[src/trd_pkg.sv]
// ----------------------------------------------------------------------------
// trd_pkg
// Shared types and codes for the TGA run-length pixel decoder.
// ----------------------------------------------------------------------------
package trd_pkg;

   // depth_mode codes, anything above DEPTH_32 decodes as 24-bit
   localparam logic [2:0] DEPTH_GREY8 = 3'd0;
   localparam logic [2:0] DEPTH_15    = 3'd1;
   localparam logic [2:0] DEPTH_16    = 3'd2;
   localparam logic [2:0] DEPTH_24    = 3'd3;
   localparam logic [2:0] DEPTH_32    = 3'd4;

   // configuration register indexes
   localparam logic [1:0] CSR_DEPTH_MODE   = 2'd0;
   localparam logic [1:0] CSR_ALPHA_ENABLE = 2'd1;
   localparam logic [1:0] CSR_RLE_ENABLE   = 2'd2;
   localparam logic [1:0] CSR_ROW_WIDTH    = 2'd3;

   // configuration reset values
   localparam logic [2:0]  DEPTH_MODE_RST   = DEPTH_24;
   localparam logic        ALPHA_ENABLE_RST = 1'b0;
   localparam logic        RLE_ENABLE_RST   = 1'b1;
   localparam logic [15:0] ROW_WIDTH_RST    = 16'd640;

   typedef enum logic [1:0] {
      PH_HEADER = 2'd0,
      PH_RUN    = 2'd1,
      PH_RAW    = 2'd2
   } phase_type;

   typedef struct packed {
      logic [2:0]  depth_mode;
      logic        alpha_enable;
      logic        rle_enable;
      logic [15:0] row_width;
   } cfg_type;

   typedef struct packed {
      logic        valid;
      logic [31:0] pixel_bytes;
      logic [7:0]  run_length;
      logic        row_end;
   } pix_type;

   typedef struct packed {
      logic [7:0] red;
      logic [7:0] green;
      logic [7:0] blue;
      logic [7:0] alpha;
   } color_type;

endpackage

[src/trd_packet_ctrl.sv]
// ----------------------------------------------------------------------------
// trd_packet_ctrl
// Packet header parsing, pixel byte assembly and row/run length tracking.
// ----------------------------------------------------------------------------
module trd_packet_ctrl import trd_pkg::*; (
   input  logic       clock,
   input  logic       reset,
   input  cfg_type    cfg,
   input  logic       step,
   input  logic [7:0] data_byte,
   output pix_type    pix
);

   phase_type   phase_ff, phase_in;
   logic [1:0]  byte_index_ff, byte_index_in;
   logic [31:0] pixel_bytes_ff, pixel_bytes_in;
   logic [7:0]  run_count_ff, run_count_in;
   logic [7:0]  raw_left_ff, raw_left_in;
   logic [15:0] column_ff, column_in;

   logic        header_step;
   logic [1:0]  last_index;
   logic        pixel_done;
   logic [31:0] merged_bytes;
   logic [15:0] width_eff;
   logic [15:0] left;
   logic [7:0]  run_len;
   logic        ends;
   logic [7:0]  len;
   logic [7:0]  raw_dec;

   // shared datapath
   always_comb begin
      header_step = cfg.rle_enable && (phase_ff == PH_HEADER);
      case (cfg.depth_mode)
         DEPTH_GREY8: last_index = 2'd0;
         DEPTH_15:    last_index = 2'd1;
         DEPTH_16:    last_index = 2'd1;
         DEPTH_32:    last_index = 2'd3;
         default:     last_index = 2'd2;
      endcase
      pixel_done = (byte_index_ff >= last_index);

      merged_bytes = pixel_bytes_ff;
      case (byte_index_ff)
         2'd0:    merged_bytes[7:0]   = data_byte;
         2'd1:    merged_bytes[15:8]  = data_byte;
         2'd2:    merged_bytes[23:16] = data_byte;
         default: merged_bytes[31:24] = data_byte;
      endcase

      width_eff = (cfg.row_width == 16'd0) ? 16'd1 : cfg.row_width;
      left      = (column_ff < width_eff) ? (width_eff - column_ff) : 16'd1;
      if (cfg.rle_enable && (phase_ff == PH_RUN)) begin
         run_len = (run_count_ff == 8'd0) ? 8'd1 : run_count_ff;
      end else begin
         run_len = 8'd1;
      end
      // clipped length never exceeds run_len, so left fits in 8 bits there
      ends    = ({8'd0, run_len} >= left);
      len     = ends ? left[7:0] : run_len;
      raw_dec = raw_left_ff - 8'd1;
   end

   // next state
   always_comb begin
      phase_in       = phase_ff;
      byte_index_in  = byte_index_ff;
      pixel_bytes_in = pixel_bytes_ff;
      run_count_in   = run_count_ff;
      raw_left_in    = raw_left_ff;
      column_in      = column_ff;
      if (step) begin
         if (header_step) begin
            if (data_byte[7]) begin
               run_count_in = data_byte - 8'd127;
               phase_in     = PH_RUN;
            end else begin
               raw_left_in = data_byte + 8'd1;
               phase_in    = PH_RAW;
            end
            byte_index_in = 2'd0;
         end else if (!pixel_done) begin
            pixel_bytes_in = merged_bytes;
            byte_index_in  = byte_index_ff + 2'd1;
         end else begin
            byte_index_in = 2'd0;
            if (ends) begin
               column_in    = 16'd0;
               run_count_in = 8'd0;
               raw_left_in  = 8'd0;
               phase_in     = PH_HEADER;
            end else begin
               column_in = column_ff + {8'd0, len};
               if (cfg.rle_enable) begin
                  if (phase_ff == PH_RUN) begin
                     run_count_in = 8'd0;
                     phase_in     = PH_HEADER;
                  end else begin
                     raw_left_in = raw_dec;
                     if (raw_dec == 8'd0) begin
                        phase_in = PH_HEADER;
                     end
                  end
               end
            end
         end
      end
   end

   // outputs
   always_comb begin
      pix.valid       = step && !header_step && pixel_done;
      pix.pixel_bytes = merged_bytes;
      pix.run_length  = len;
      pix.row_end     = ends;
   end

   always_ff @(posedge clock) begin
      if (reset) begin
         phase_ff      <= PH_HEADER;
         byte_index_ff <= 2'd0;
         run_count_ff  <= 8'd0;
         raw_left_ff   <= 8'd0;
         column_ff     <= 16'd0;
      end else begin
         phase_ff      <= phase_in;
         byte_index_ff <= byte_index_in;
         run_count_ff  <= run_count_in;
         raw_left_ff   <= raw_left_in;
         column_ff     <= column_in;
      end
   end

   // bytes above the current index are always rewritten before a pixel uses them
   always_ff @(posedge clock) begin
      pixel_bytes_ff <= pixel_bytes_in;
   end

endmodule

[src/trd_color_expand.sv]
// ----------------------------------------------------------------------------
// trd_color_expand
// Expands an assembled pixel of any supported depth to 8-bit RGBA.
// ----------------------------------------------------------------------------
module trd_color_expand import trd_pkg::*; (
   input  cfg_type     cfg,
   input  logic [31:0] pixel_bytes,
   output color_type   color
);

   // v*255/31 and v*255/63 as multiply by reciprocal, exact over the input range
   localparam logic [23:0] SCALE5_MUL = 24'd8625630;
   localparam logic [23:0] SCALE6_MUL = 24'd4244475;

   function automatic logic [7:0] scale5(input logic [4:0] v);
      logic [28:0] p;
      p = 29'(v) * 29'(SCALE5_MUL);
      return p[27:20];
   endfunction

   function automatic logic [7:0] scale6(input logic [5:0] v);
      logic [28:0] p;
      p = 29'(v) * 29'(SCALE6_MUL);
      return p[27:20];
   endfunction

   logic [15:0] word;

   always_comb begin
      word        = pixel_bytes[15:0];
      color.alpha = 8'hff;
      case (cfg.depth_mode)
         DEPTH_GREY8: begin
            color.red   = pixel_bytes[7:0];
            color.green = pixel_bytes[7:0];
            color.blue  = pixel_bytes[7:0];
         end
         DEPTH_15: begin
            color.red   = scale5(word[14:10]);
            color.green = scale5(word[9:5]);
            color.blue  = scale5(word[4:0]);
            if (cfg.alpha_enable) begin
               color.alpha = word[15] ? 8'hff : 8'h00;
            end
         end
         DEPTH_16: begin
            color.red   = scale5(word[15:11]);
            color.green = scale6(word[10:5]);
            color.blue  = scale5(word[4:0]);
         end
         DEPTH_32: begin
            color.red   = pixel_bytes[23:16];
            color.green = pixel_bytes[15:8];
            color.blue  = pixel_bytes[7:0];
            color.alpha = pixel_bytes[31:24];
         end
         default: begin
            color.red   = pixel_bytes[23:16];
            color.green = pixel_bytes[15:8];
            color.blue  = pixel_bytes[7:0];
         end
      endcase
   end

endmodule

[src/tga_rle_pixel_decoder_unit.sv]
// ----------------------------------------------------------------------------
// tga_rle_pixel_decoder_unit
// TGA scanline decoder: run-length packets or raw bytes in, RGBA runs out.
// ----------------------------------------------------------------------------
//  channel  | ports                                      | beat
//  ---------+--------------------------------------------+---------------------
//  request  | req_valid/req_ready, req_data_byte         | one stream byte
//  response | rsp_valid/rsp_ready, rsp_red..rsp_row_end  | one decoded run
//  csr      | csr_write_enable, csr_index, csr_write_data| one register write
//
//  one byte per cycle sustained while the response is not stalled; a byte is held
//  in the input register, then decoded into the response register.
//  header bytes and partial pixel bytes produce no response beat.
//  synchronous reset clears packet state and loads register defaults.
//  a stalled response holds the input register; req_ready drops only then.
// ----------------------------------------------------------------------------
module tga_rle_pixel_decoder_unit import trd_pkg::*; (
   input  logic        clock,
   input  logic        reset,
   input  logic        req_valid,
   output logic        req_ready,
   input  logic [7:0]  req_data_byte,
   output logic        rsp_valid,
   input  logic        rsp_ready,
   output logic [7:0]  rsp_red,
   output logic [7:0]  rsp_green,
   output logic [7:0]  rsp_blue,
   output logic [7:0]  rsp_alpha,
   output logic [7:0]  rsp_run_length,
   output logic        rsp_row_end,
   input  logic        csr_write_enable,
   input  logic [1:0]  csr_index,
   input  logic [15:0] csr_write_data
);

   cfg_type     cfg_ff, cfg_in;
   logic        in_valid_ff, in_valid_in;
   logic [7:0]  in_byte_ff;
   logic        rsp_valid_ff, rsp_valid_in;
   color_type   color_ff;
   logic [7:0]  run_length_ff;
   logic        row_end_ff;

   logic        out_free;
   logic        step;
   pix_type     pix;
   color_type   color;

   always_comb begin
      cfg_in = cfg_ff;
      if (csr_write_enable) begin
         case (csr_index)
            CSR_DEPTH_MODE:   cfg_in.depth_mode   = csr_write_data[2:0];
            CSR_ALPHA_ENABLE: cfg_in.alpha_enable = csr_write_data[0];
            CSR_RLE_ENABLE:   cfg_in.rle_enable   = csr_write_data[0];
            CSR_ROW_WIDTH:    cfg_in.row_width    = csr_write_data;
            default:          cfg_in = cfg_ff;
         endcase
      end
   end

   assign out_free  = !rsp_valid_ff || rsp_ready;
   assign step      = in_valid_ff && out_free;
   assign req_ready = !in_valid_ff || out_free;

   always_comb begin
      if (req_valid && req_ready) begin
         in_valid_in = 1'b1;
      end else if (step) begin
         in_valid_in = 1'b0;
      end else begin
         in_valid_in = in_valid_ff;
      end
      if (step) begin
         rsp_valid_in = pix.valid;
      end else if (rsp_ready) begin
         rsp_valid_in = 1'b0;
      end else begin
         rsp_valid_in = rsp_valid_ff;
      end
   end

   trd_packet_ctrl u_packet_ctrl (
      .clock     (clock),
      .reset     (reset),
      .cfg       (cfg_ff),
      .step      (step),
      .data_byte (in_byte_ff),
      .pix       (pix)
   );

   trd_color_expand u_color_expand (
      .cfg         (cfg_ff),
      .pixel_bytes (pix.pixel_bytes),
      .color       (color)
   );

   always_ff @(posedge clock) begin
      if (reset) begin
         cfg_ff.depth_mode   <= DEPTH_MODE_RST;
         cfg_ff.alpha_enable <= ALPHA_ENABLE_RST;
         cfg_ff.rle_enable   <= RLE_ENABLE_RST;
         cfg_ff.row_width    <= ROW_WIDTH_RST;
         in_valid_ff         <= 1'b0;
         rsp_valid_ff        <= 1'b0;
      end else begin
         cfg_ff       <= cfg_in;
         in_valid_ff  <= in_valid_in;
         rsp_valid_ff <= rsp_valid_in;
      end
   end

   always_ff @(posedge clock) begin
      if (req_valid && req_ready) begin
         in_byte_ff <= req_data_byte;
      end
      if (pix.valid) begin
         color_ff      <= color;
         run_length_ff <= pix.run_length;
         row_end_ff    <= pix.row_end;
      end
   end

   assign rsp_valid      = rsp_valid_ff;
   assign rsp_red        = color_ff.red;
   assign rsp_green      = color_ff.green;
   assign rsp_blue       = color_ff.blue;
   assign rsp_alpha      = color_ff.alpha;
   assign rsp_run_length = run_length_ff;
   assign rsp_row_end    = row_end_ff;

   // a run always covers between one and a full packet of pixels
   assert property (@(posedge clock) disable iff (reset)
      rsp_valid |-> (rsp_run_length != 8'd0) && (rsp_run_length <= 8'd128))
      else $error("response run length out of range");

   // a byte waiting behind a stalled response stays in the input register
   assert property (@(posedge clock) disable iff (reset)
      in_valid_ff && !out_free |=> in_valid_ff && $stable(in_byte_ff))
      else $error("input register lost a byte during a stall");

   // a pending response is only replaced after it has been taken
   assert property (@(posedge clock) disable iff (reset)
      rsp_valid && !rsp_ready |=> rsp_valid && $stable(rsp_run_length)
         && $stable(rsp_red) && $stable(rsp_row_end))
      else $error("pending response overwritten");

endmodule

[config.mk]
export PLATFORM = sky130hd
export DESIGN_NAME = tga_rle_pixel_decoder_unit
export DESIGN_NICKNAME = d
export VERILOG_FILES = /design/src/trd_pkg.sv /design/src/trd_packet_ctrl.sv /design/src/trd_color_expand.sv /design/src/tga_rle_pixel_decoder_unit.sv
export SDC_FILE = /design/constraint.sdc
export NUM_CORES = 1
export LEC_CHECK = 0
export ABC_AREA = 0
export ABC_CLOCK_PERIOD_IN_PS = 10400
export BUFFER_PORTS_ARGS = -buffer_cell sky130_fd_sc_hd__clkbuf_2
export CORE_MARGIN = 2
export CORE_UTILIZATION = 40
export DETAILED_ROUTE_END_ITERATION = 10
export PLACE_DENSITY = 0.6
export RECOVER_POWER = 100
export SLEW_MARGIN = 20
export SYNTH_ARGS = -nofsm -noshare
export SYNTH_HDL_FRONTEND = slang
export SYNTH_HIERARCHICAL = 1
export SYNTH_SLANG_ARGS = --single-unit
[constraint.sdc]
create_clock -name clock -period 10.4 [get_ports clock]
set_clock_uncertainty 0.1 [all_clocks]
set_input_delay 1.56 -clock clock [delete_from_list [all_inputs] [get_ports clock]]
set_output_delay 1.56 -clock clock [all_outputs]
set_load 0.1 [all_outputs]
==> results.py <==
metrics = {
    "run_status": {
        "outcome": "complete, but fails checks",
        "violations": "max-capacitance violations, max-slew violations",
    },
    "pwr": {
        "power.density_nw_per_um2": 133,
        "ir_worst_vdd_uv": 107,
        "p_leak_nw": 6.88,
    },
    "grt": {
        "antenna_found_initial": 0,
        "grt_pass1_wl_mm": 59.6,
        "grt_pass1_vias": 11300,
        "grt_usage": 0.197,
        "grt_max_degree": 61,
        "grt_overflow_total": 0,
    },
    "logic_synthesis": {
        "yosysWarnings": 6,
        "yosysMostFrequentCell": "ha_1",
        "ys_seq_elements": 140,
        "ys.flop_type": "edfxtp_1",
        "yosysTopAreaCellShare": 0.187,
        "synth_edf_count": 81,
        "syn_inst": 1528,
        "syn_avg_cell_area_um2": 9.43,
        "async_flop_share": 0,
        "seq_area_frac_synth": 0.251,
        "synthTopCellsByCount": "ha_1 (215), inv_1 (200), nand2_1 (87)",
        "ys_types": 94,
        "synth_nets": 1854,
        "syn-cell-area_um2": 14400,
        "synth_top_cell_by_area": "ha_1",
        "ys_top_cells_by_area": "ha_1 (19%), edfxtp_1 (17%), fa_1 (11%), dfxtp_1 (8.2%), inv_1 (5.2%)",
    },
    "clock_tree": {
        "clock_latency_ns": 0.43,
        "cts_sinks": 140,
        "clockBufferDepth": 2,
        "cts_tree": "done",
        "htreeDepth": 4,
        "postCtsHoldBufs": 0,
        "cts_root_buf": "clkbuf_16",
        "post_cts_buffers": 0,
        "ctsResizeCount": 0,
        "clkTransAtPathRegs_ns": 0.06,
        "cts_inserted_buffers": 17,
    },
    "timing": {
        "tightestPinTransition_ns": 3.56,
        "setup_tns_ns": 0,
        "timing.fmax_mhz": 130,
        "holdWs_ns": 0.373,
        "hold_viol_final": 0,
        "slew_headroom": -1.37,
        "fin_crit_sh": 0.742,
        "slew_violations": 151,
        "period_needed_ns": 7.72,
        "rsz0062_at_grt": "no",
        "setup_viol": 0,
    },
    "layout": {
        "n_antenna_cell": 0,
        "syn2layout_area_growth_pct": 8.43,
        "final_util": 0.440,
        "n_fill_cell": 3463,
        "fin_nets": 1894,
        "regArea_um2": 3610,
        "final_cells": 2042,
        "drive_gt1_frac": 0.0614,
        "multi_input_area_um2": 9740,
    },
    "placement": {
        "placed_cells": 2010,
        "dp_hpwl_mm": 28.4,
        "routabilityCongestion": 0.897,
        "io_buffers": 73,
    },
    "drt": {
        "drc": 0,
        "drt-total-wl_mm": 36.3,
        "antenna_left": 0,
        "wl_per_cell_um": 17.8,
        "drt-pass1-iter-count": 8,
        "first_iter_violations": 659,
        "vias_per_cell": 5.52,
        "via_count": 11300,
    },
    "setup_path": {
        "cp_slowest_cell": "a21oi_1",
        "worst_ep_required_time_ns": 10.60,
        "critical_path_class": "register to register",
        "start_kind": "register",
        "critPathArrivalTime_ns": 7.91,
        "cp_slowest_stage_delay_ns": 0.78,
        "crit_fanout": 19,
        "endpoint_kind": "register",
        "crit_path_frequent_cell": "a21oi_1",
    },
    "job": {
        "cap_violations": 3,
    },
    "floorplanning": {
        "core_area_um2": 35500,
        "rows": 69,
        "initial_core_util": 0.406,
        "die_h_um": 194,
        "die_w_um": 194,
        "io_pins": 74,
        "dieArea_um2": 37600,
    },
    "worst_hold_path": {
        "hold_class": "register to register",
    },
}
[layout by cell type (no fill, tap or decap), drive strengths merged, types with 41 or more instances in the layout]
| cell | instances |
|---|---|
| nor2 | 84 |
| a21oi | 65 |
| nand3 | 42 |
| o21ai | 69 |
| inv | 201 |
| edfxtp | 81 |
| ha | 215 |
| dfxtp | 59 |
| clkbuf | 97 |
| fa | 80 |
| nand2 | 87 |
| nand2b | 41 |
[registers in the layout (all words and copies together) (netlist names)]
register and count:
rsp_blue 8, cfg_ff 21, u_packet_ctrl/phase_ff 2, rsp_green 8
in_valid_ff 1, rsp_alpha 8, in_byte_ff 8, u_packet_ctrl/column_ff 16
u_packet_ctrl/run_count_ff 8, rsp_row_end 1, u_packet_ctrl/byte_index_ff 2, rsp_run_length 8
rsp_red 8, u_packet_ctrl/pixel_bytes_ff 32, rsp_valid 1, u_packet_ctrl/raw_left_ff 8
[power by group]
group,total (mW),internal (mW),leakage (nW),switching (mW)
Combinational,0.826,0.345,5.39,0.481
Sequential,0.615,0.601,1.19,0.0139
Clock,0.639,0.397,0.296,0.242
Total,2.08,1.34,6.88,0.737
[critical path, delay by kind of cell, from the launching register on]
family / cells / cell delay, ns
multiplexers: 1 / 0.18
flip-flops: 1 / 0.35
adder cells (fa/ha/maj): 4 / 1.10
AO/OA/AOI/OAI: 17 / 4.55
AND/OR/NAND/NOR: 6 / 1.20
buffers and inverters: 1 / 0.08
[cell families after synthesis]
| group | Yosys count | share of synthesized area |
|---|---|---|
| flops | 140 | 0.251 |
| buf+inv | 258 | 0.0698 |
| mux | 78 | 0.0575 |
| fa+ha+maj | 296 | 0.299 |
| compound gates | 303 | 0.148 |
| xor+xnor | 61 | 0.0371 |
| simple gates | 392 | 0.138 |
[path summary, 6_finish.rpt]
check	cells past startpoint	endpoint	start	slack [ns]
hold reg to reg	2	rsp_valid$_SDFFE_PP0P_	in_valid_ff$_SDFFE_PP0P_	0.37
hold / removal	2	rsp_valid$_SDFFE_PP0P_	in_valid_ff$_SDFFE_PP0P_	0.37
setup / recovery	29	u_packet_ctrl/column_ff[15]$_SDFFE_PP0P_	cfg_ff[1]$_SDFFE_PP0P_	2.68
setup reg to reg	29	u_packet_ctrl/column_ff[15]$_SDFFE_PP0P_	cfg_ff[1]$_SDFFE_PP0P_	2.68
[per-layer routing]
| layer | part of all wire | GRT usage | wire length [um] | vias up |
|---|---|---|---|---|
| met2 | 0.49 | 0.340 | 17800 | 286 |
| met5 | 0 | 0 | 0 | - |
| met1 | 0.44 | 0.255 | 16100 | 5477 |
| met3 | 0.042 | 0.0216 | 1530 | 57 |
| met4 | 0.025 | 0.0676 | 920 | 0 |
| li1 | - | - | - | 5462 |
[through the flow]
| stage | instance area (um2) | worst slack [ns] | power (mW) |
|---|---|---|---|
| 2_1_floorplan | 14400 | 4.54 | 1.27 |
| 3_3_place_gp | 15100 | 3.29 | 1.44 |
| 3_5_place_dp | 15100 | 3.04 | 1.46 |
| 4_1_cts | 15700 | 2.99 | 2.11 |
| 5_1_grt | 15600 | 1.94 | 2.25 |
| 6_report | 15600 | 2.68 | 2.08 |
[final cells by class]
class | count | share of cell area
repair buffers | 77 | 0.0208
multi-input cells | 1130 | 0.623
inverters | 202 | 0.0485
flip-flops and latches | 140 | 0.231
well taps | 461 | 0.0369
clock buffers | 21 | 0.0302
clock inverters | 11 | 0.00905
Power figures use the tool's default switching activity.
